File: config.mk
export PLATFORM = sky130hd
export DESIGN_NAME = chc_back
export DESIGN_NICKNAME = d
export VERILOG_FILES = /design/src/sv/chc_pkg.sv /design/src/sv/chc_back.sv
export SDC_FILE = /design/constraint.sdc
export NUM_CORES = 1
export LEC_CHECK = 0
export BUFFER_PORTS_ARGS = -buffer_cell sky130_fd_sc_hd__buf_4
export CORE_MARGIN = 4
export CORE_UTILIZATION = 45
export CTS_CLUSTER_SIZE = 20
export DETAILED_ROUTE_END_ITERATION = 6
export PLACE_DENSITY = 0.68
export SYNTH_ARGS = -nofsm -noshare
export SYNTH_HDL_FRONTEND = slang
export SYNTH_SLANG_ARGS = --single-unit
File: constraint.sdc
create_clock -name clk -period 2.9 [get_ports clk]
set_clock_uncertainty 0.15 [all_clocks]
set_input_delay 0.29 -clock clk [delete_from_list [all_inputs] [get_ports clk]]
set_output_delay 0.29 -clock clk [all_outputs]
set_load 0.01 [all_outputs]
File: src/sv/chc_pkg.sv
// shared types, constants and lookup tables for the cartridge header checker
package chc_pkg;

  localparam int LOGO_BYTES = 48;

  localparam logic [6:0] WINDOW_LEN = 7'd76;
  localparam logic [6:0] SUM_FIRST  = 7'h30;
  localparam logic [6:0] SUM_END    = 7'h49;
  localparam logic [6:0] OFS_TYPE   = 7'h43;
  localparam logic [6:0] OFS_ROM    = 7'h44;
  localparam logic [6:0] OFS_RAM    = 7'h45;
  localparam logic [6:0] OFS_STORED = 7'h49;

  localparam logic [7:0] MAX_TYPE = 8'd31;
  localparam logic [7:0] MAX_ROM  = 8'd6;
  localparam logic [7:0] MAX_RAM  = 8'd4;

  localparam logic [7:0] LOGO_TABLE [LOGO_BYTES] = '{
    8'hce, 8'hed, 8'h66, 8'h66, 8'hcc, 8'h0d, 8'h00, 8'h0b, 8'h03, 8'h73, 8'h00, 8'h83,
    8'h00, 8'h0c, 8'h00, 8'h0d, 8'h00, 8'h08, 8'h11, 8'h1f, 8'h88, 8'h89, 8'h00, 8'h0e,
    8'hdc, 8'hcc, 8'h6e, 8'he6, 8'hdd, 8'hdd, 8'hd9, 8'h99, 8'hbb, 8'hbb, 8'h67, 8'h63,
    8'h6e, 8'h0e, 8'hec, 8'hcc, 8'hdd, 8'hdc, 8'h99, 8'h9f, 8'hbb, 8'hb9, 8'h33, 8'h3e
  };

  // 4-bit two's complement, 4'hf is unsupported
  localparam logic [3:0] MAPPER_TABLE [32] = '{
    4'h0, 4'h1, 4'h1, 4'h1, 4'hf, 4'h2, 4'h2, 4'hf,
    4'h0, 4'h0, 4'hf, 4'h0, 4'h0, 4'h0, 4'hf, 4'h3,
    4'h3, 4'h3, 4'h3, 4'h3, 4'hf, 4'hf, 4'hf, 4'hf,
    4'hf, 4'h5, 4'h5, 4'h5, 4'h5, 4'h5, 4'h5, 4'h0
  };

  // one classified header byte, front to back
  typedef struct packed {
    logic [7:0] data;
    logic       logo_bad;
    logic       sum_en;
    logic       type_wr;
    logic       rom_wr;
    logic       ram_wr;
    logic       stored_wr;
    logic       last;
  } item_t;

  typedef struct packed {
    logic [17:0]       ram_bytes;
    logic [4:0]        ram_bank_cnt;
    logic [7:0]        rom_bank_cnt;
    logic signed [3:0] mapper;
    logic              ok;
  } result_t;

  function automatic logic [4:0] ram_bank_cnt_of(input logic [2:0] code);
    logic [4:0] banks;
    unique case (code)
      3'd1:    banks = 5'd1;
      3'd2:    banks = 5'd1;
      3'd3:    banks = 5'd4;
      3'd4:    banks = 5'd16;
      default: banks = 5'd0;
    endcase
    return banks;
  endfunction

  function automatic logic [17:0] ram_bytes_of(input logic [2:0] code);
    logic [17:0] nbytes;
    unique case (code)
      3'd1:    nbytes = 18'd2048;
      3'd2:    nbytes = 18'd8192;
      3'd3:    nbytes = 18'd32768;
      3'd4:    nbytes = 18'd131072;
      default: nbytes = 18'd0;
    endcase
    return nbytes;
  endfunction

endpackage

File: src/sv/chc_back.sv
// back end: header state, checksum accumulator and result register
module chc_back
  import chc_pkg::*;
(
  input  logic    clk,
  input  logic    rst_n,
  input  logic    item_valid,
  output logic    item_ready,
  input  item_t   item,
  output logic    res_valid,
  input  logic    res_ready,
  output result_t res
);

  logic       logo_match_r, logo_match_nxt;
  logic [7:0] checksum_acc_r, checksum_acc_nxt;
  logic [7:0] type_code_r, type_code_nxt;
  logic [7:0] rom_code_r, rom_code_nxt;
  logic [7:0] ram_code_r, ram_code_nxt;
  logic [7:0] stored_r, stored_nxt;
  logic       res_valid_r;
  result_t    res_r, res_nxt;
  logic       take, finish, ok;

  // a last item needs the result register free
  assign item_ready = !item.last || !res_valid_r || res_ready;
  assign take       = item_valid && item_ready;
  assign finish     = take && item.last;

  always_comb begin
    logo_match_nxt   = logo_match_r && !item.logo_bad;
    checksum_acc_nxt = item.sum_en ? (checksum_acc_r - item.data - 8'd1) : checksum_acc_r;
    type_code_nxt    = item.type_wr ? item.data : type_code_r;
    rom_code_nxt     = item.rom_wr ? item.data : rom_code_r;
    ram_code_nxt     = item.ram_wr ? item.data : ram_code_r;
    stored_nxt       = item.stored_wr ? item.data : stored_r;
  end

  always_comb begin
    ok = (type_code_nxt <= MAX_TYPE) && (rom_code_nxt <= MAX_ROM) &&
         (ram_code_nxt <= MAX_RAM) && logo_match_nxt && (checksum_acc_nxt == stored_nxt);
    res_nxt = '0;
    if (ok) begin
      res_nxt.ok           = 1'b1;
      res_nxt.mapper       = MAPPER_TABLE[type_code_nxt[4:0]];
      res_nxt.rom_bank_cnt = 8'(9'd2 << rom_code_nxt[2:0]);
      res_nxt.ram_bank_cnt = ram_bank_cnt_of(ram_code_nxt[2:0]);
      res_nxt.ram_bytes    = ram_bytes_of(ram_code_nxt[2:0]);
    end
  end

  always_ff @(posedge clk) begin
    if (!rst_n) begin
      logo_match_r   <= 1'b1;
      checksum_acc_r <= '0;
      type_code_r    <= '0;
      rom_code_r     <= '0;
      ram_code_r     <= '0;
      stored_r       <= '0;
    end else if (finish) begin
      // state returns to its reset value after each result
      logo_match_r   <= 1'b1;
      checksum_acc_r <= '0;
      type_code_r    <= '0;
      rom_code_r     <= '0;
      ram_code_r     <= '0;
      stored_r       <= '0;
    end else if (take) begin
      logo_match_r   <= logo_match_nxt;
      checksum_acc_r <= checksum_acc_nxt;
      type_code_r    <= type_code_nxt;
      rom_code_r     <= rom_code_nxt;
      ram_code_r     <= ram_code_nxt;
      stored_r       <= stored_nxt;
    end
  end

  always_ff @(posedge clk) begin
    if (!rst_n) begin
      res_valid_r <= 1'b0;
    end else if (finish) begin
      res_valid_r <= 1'b1;
    end else if (res_ready) begin
      res_valid_r <= 1'b0;
    end
  end

  always_ff @(posedge clk) begin
    if (finish) begin
      res_r <= res_nxt;
    end
  end

  assign res_valid = res_valid_r;
  assign res       = res_r;

endmodule

==> metrics <==
status finished, violations left; violated checks negative setup slack; clock transition at the registers of the reported paths 0.07 ns; setup total negative slack -0.0003335 ns; Placement Rows 32; iteration-0 DRC count of the detailed router 187; endpoint of the worst register-to-register path res[12]; fraction of power spent switching nets 32.31%; Post-Syn Instances 420; Power Internal 1.351 mW; number of diodes added for antenna fixing 0; Num CTS Buffers 9; depth of the most critical reg-to-reg path 11; data required time at the worst endpoint 2.92 ns; number of flops mapped to enable cells by yosys 17; synthesized area per cell 8.559 um2; reg-to-reg slack, setup -0.0003 ns; R2R Path Start checksum_acc_r[0]; fraction of registers with async set/reset 0%; cell depth of the worst hold path 2; Post-Place Setup Slack -0.1261 ns; # DRC 0; most frequent cells in the layout 53 x sky130_fd_sc_hd__buf_4, 44 x sky130_fd_sc_hd__a21oi_1, 44 x sky130_fd_sc_hd__nand2_1; CP Data Arrival Time 2.92 ns; routed wl met2 4308 um; remaining global-route overflow 0; Layout Nets 485; number of slew-limit violations in the final report 0; Startpoint Class register; Total GRT Usage 17.40%; min-delay worst type input pin to register; average wire per standard cell 15.41 um; total met3 wirelength after detailed routing 455 um; proportion of layout cells with a drive suffix above 1 22.61%; routability congestion estimate from global placement 0.8730; Synth Flop Type sky130_fd_sc_hd__dfxtp_1; share of the cycle needed by the critical path after routing 100.0%; top fanout value on the critical path 8; Placed Instances 542; CP Capture Type register; Layout Cells excl Fill 562; max-cap violation count 0; final wirelength 8662 um; Clk pwr share 33.8%; worst vdd ir 0.3045 mV; total die area 9482 um2; Boundary Pins 57; starting density of the core 46.52%; final hold violation count 0; pin count of the biggest net entering global routing 51; vias in the first global route 2883; worst setup margin -0.0003335 ns; root buffer selected by CTS sky130_fd_sc_hd__clkbuf_8; endpoint of the worst setup timing path res[12]; end-of-flow core utilization 55.28%; CP Launch Point checksum_acc_r[0]; P_leak 1.666 nW; maximum count of clock buffers along a single path 2; clk sink count 59; top achievable clock speed 0.3448 GHz; clock latency on the worst-skew pair 0.34 ns; count of H-tree levels built during CTS 3; Die Width 97.38 um; vertical die dimension 97.38 um; final worst path period need 2.900 ns; sequential area share after synthesis 37.59%; worst slew pin tran 0.8650 ns; TritonCTS clock tree yes; logic gate share of total power 21.1%; met1 wire length 3774 um; power share of the sequential group 45.0%; Detailed Place HPWL 6034 um; initial antenna violation count 0; power density of the placed cells 467.3 nW/um2; RSZ-0062 raised after global routing yes; global-route wire length before repair 13630 um; YS warnings 0; Highest Signal Layer met4; Layout fillers 693; count of different cell masters after synthesis 50; Cell Area, Synth 3595 um2; Via-to-Cell Ratio 5.571; number of buffers added on ports 39; Seq cells post-synth 59; antenna-violating nets left 0; total iterations of the first detailed-routing run 4; Final setup viols 1; type of the worst setup path register to register; via count 3131; worst-case headroom to the max-slew limit 40.68%; Area Overhead vs Synth 18.83%; commonest non-fill, non-tap cell in the layout sky130_fd_sc_hd__buf_4; reported net switching power 0.6448 mW; core area 7727 um2
==> kinds of logic after synthesis <==
group / Yosys count / synth area share, %
AOI/OAI and AO/OA: 97 / 16.88
xor gates and xnor gates: 14 / 3.411
adders and majority gates: 11 / 4.038
buffers and inverters: 63 / 10.86
DFF: 59 / 37.59
muxes: 24 / 6.787
other: 1 / 0.1043
and+or+nand+nor: 151 / 20.33
==> cell type report <==
type	instances	area (um2)	area share, %
multi-input cells	314	2078	48.65
repair buffers	58	485.5	11.36
flip-flops and latches	59	1355	31.72
inverters	13	48.80	1.142
clock buffers	9	123.9	2.900
clock inverters	7	52.55	1.230
well taps	102	127.6	2.988
==> how the worst min path moves through the flow <==
stage | from | to | slack, ns
2_1_floorplan | logo_match_r | logo_match_r | 0.28
3_3_place_gp | logo_match_r | logo_match_r | 0.29
3_5_place_dp | logo_match_r | logo_match_r | 0.29
4_1_cts | rst_n | res_valid | 0.05
5_1_grt | rst_n | res_valid | 0.07
6_report | rst_n | res_valid | 0.06
==> worst max-delay path, stage by stage, from the launching register on <==
cell	delay, ns
sky130_fd_sc_hd__dfxtp_4	0.37
sky130_fd_sc_hd__ha_4	0.14
sky130_fd_sc_hd__inv_2	0.04
sky130_fd_sc_hd__fa_2	0.36
sky130_fd_sc_hd__buf_6	0.13
sky130_fd_sc_hd__xnor2_2	0.12
sky130_fd_sc_hd__mux2i_2	0.23
sky130_fd_sc_hd__xor2_1	0.12
sky130_fd_sc_hd__nor4_2	0.31
sky130_fd_sc_hd__o2111ai_2	0.25
sky130_fd_sc_hd__clkbuf_16	0.24
sky130_fd_sc_hd__nor4_2	0.26
==> power by group through the flow <==
stage          sequential (mW)  clock (mW)  combinational (mW)
2_1_floorplan            0.914           0               0.299
3_3_place_gp             0.916           0               0.377
3_5_place_dp             0.917           0               0.382
4_1_cts                  0.899       0.686               0.388
5_1_grt                  0.903       0.725               0.463
6_report                 0.899       0.675               0.422
==> stage by stage <==
step / hold WS, ns / instance area, um2 / power [mW]
floorplan: 0.2770 / 3655 / 1.213
global placement: 0.2900 / 3871 / 1.293
global route: 0.06788 / 4272 / 2.091
CTS: 0.05450 / 4065 / 1.973
detailed placement: 0.2948 / 3871 / 1.299
finish: 0.06189 / 4272 / 1.996
==> flip-flops by register name, summed over array words and instances (netlist names) <==
signal          cells
checksum_acc_r      8
res_valid           1
res                17
rom_code_r          8
logo_match_r        1
ram_code_r          8
type_code_r         8
stored_r            8
==> timing repair <==
item                                    in CTS  in global routing
gates cloned                                 0                  1
gates resized for setup                      3                 28
endpoints found under the setup margin      14                 16
hold buffers                                 0                  0
endpoints found under the hold margin        0                  0
setup buffers                                1                  2
pin swaps                                    3                  5
==> layer usage <==
metal  vias to the layer above  global-route usage (%)
met2                        78                   29.15
met5                         -                       0
met1                      1501                   21.58
li1                       1539                       -
met4                         0                   4.792
met3                        13                   5.456
==> synthesized netlist by cell type, types with 2 or more instances <==
| master | n | area share (%) |
|---|---|---|
| sky130_fd_sc_hd__nand4_1 | 3 | 0.52 |
| sky130_fd_sc_hd__buf_2 | 3 | 0.42 |
| sky130_fd_sc_hd__a211oi_1 | 11 | 2.3 |
| sky130_fd_sc_hd__nor2b_1 | 3 | 0.52 |
| sky130_fd_sc_hd__clkbuf_1 | 16 | 1.7 |
| sky130_fd_sc_hd__a21oi_1 | 44 | 6.1 |
| sky130_fd_sc_hd__nor4_1 | 13 | 2.3 |
| sky130_fd_sc_hd__o22ai_1 | 3 | 0.52 |
| sky130_fd_sc_hd__buf_4 | 21 | 4.4 |
| sky130_fd_sc_hd__nand3_1 | 29 | 4.0 |
| sky130_fd_sc_hd__dlygate4sd1_1 | 2 | 0.49 |
| sky130_fd_sc_hd__mux2i_1 | 21 | 5.8 |
| sky130_fd_sc_hd__a21o_1 | 5 | 1.0 |
| sky130_fd_sc_hd__a31oi_1 | 11 | 1.9 |
| sky130_fd_sc_hd__edfxtp_1 | 17 | 14 |
| sky130_fd_sc_hd__nand2_1 | 44 | 4.6 |
| sky130_fd_sc_hd__clkbuf_8 | 3 | 1.1 |
| sky130_fd_sc_hd__a21boi_0 | 2 | 0.42 |
| sky130_fd_sc_hd__buf_6 | 4 | 1.3 |
| sky130_fd_sc_hd__nand2b_1 | 8 | 1.4 |
| sky130_fd_sc_hd__nor3_1 | 9 | 1.3 |
| sky130_fd_sc_hd__and2_1 | 2 | 0.35 |
| sky130_fd_sc_hd__nor2_1 | 29 | 3.0 |
| sky130_fd_sc_hd__a2111oi_0 | 2 | 0.49 |
| sky130_fd_sc_hd__mux2_2 | 3 | 0.94 |
| sky130_fd_sc_hd__xnor2_1 | 9 | 2.2 |
| sky130_fd_sc_hd__nand3b_1 | 2 | 0.42 |
| sky130_fd_sc_hd__a31o_2 | 2 | 0.49 |
| sky130_fd_sc_hd__nor3b_1 | 4 | 0.84 |
| sky130_fd_sc_hd__ha_1 | 10 | 3.5 |
| sky130_fd_sc_hd__xor2_1 | 5 | 1.2 |
| sky130_fd_sc_hd__o2111ai_2 | 2 | 0.84 |
| sky130_fd_sc_hd__dfxtp_1 | 42 | 23 |
| sky130_fd_sc_hd__o21ai_0 | 8 | 1.1 |
| sky130_fd_sc_hd__inv_1 | 13 | 1.4 |
Note: power is estimated with default switching activity, not from simulation.
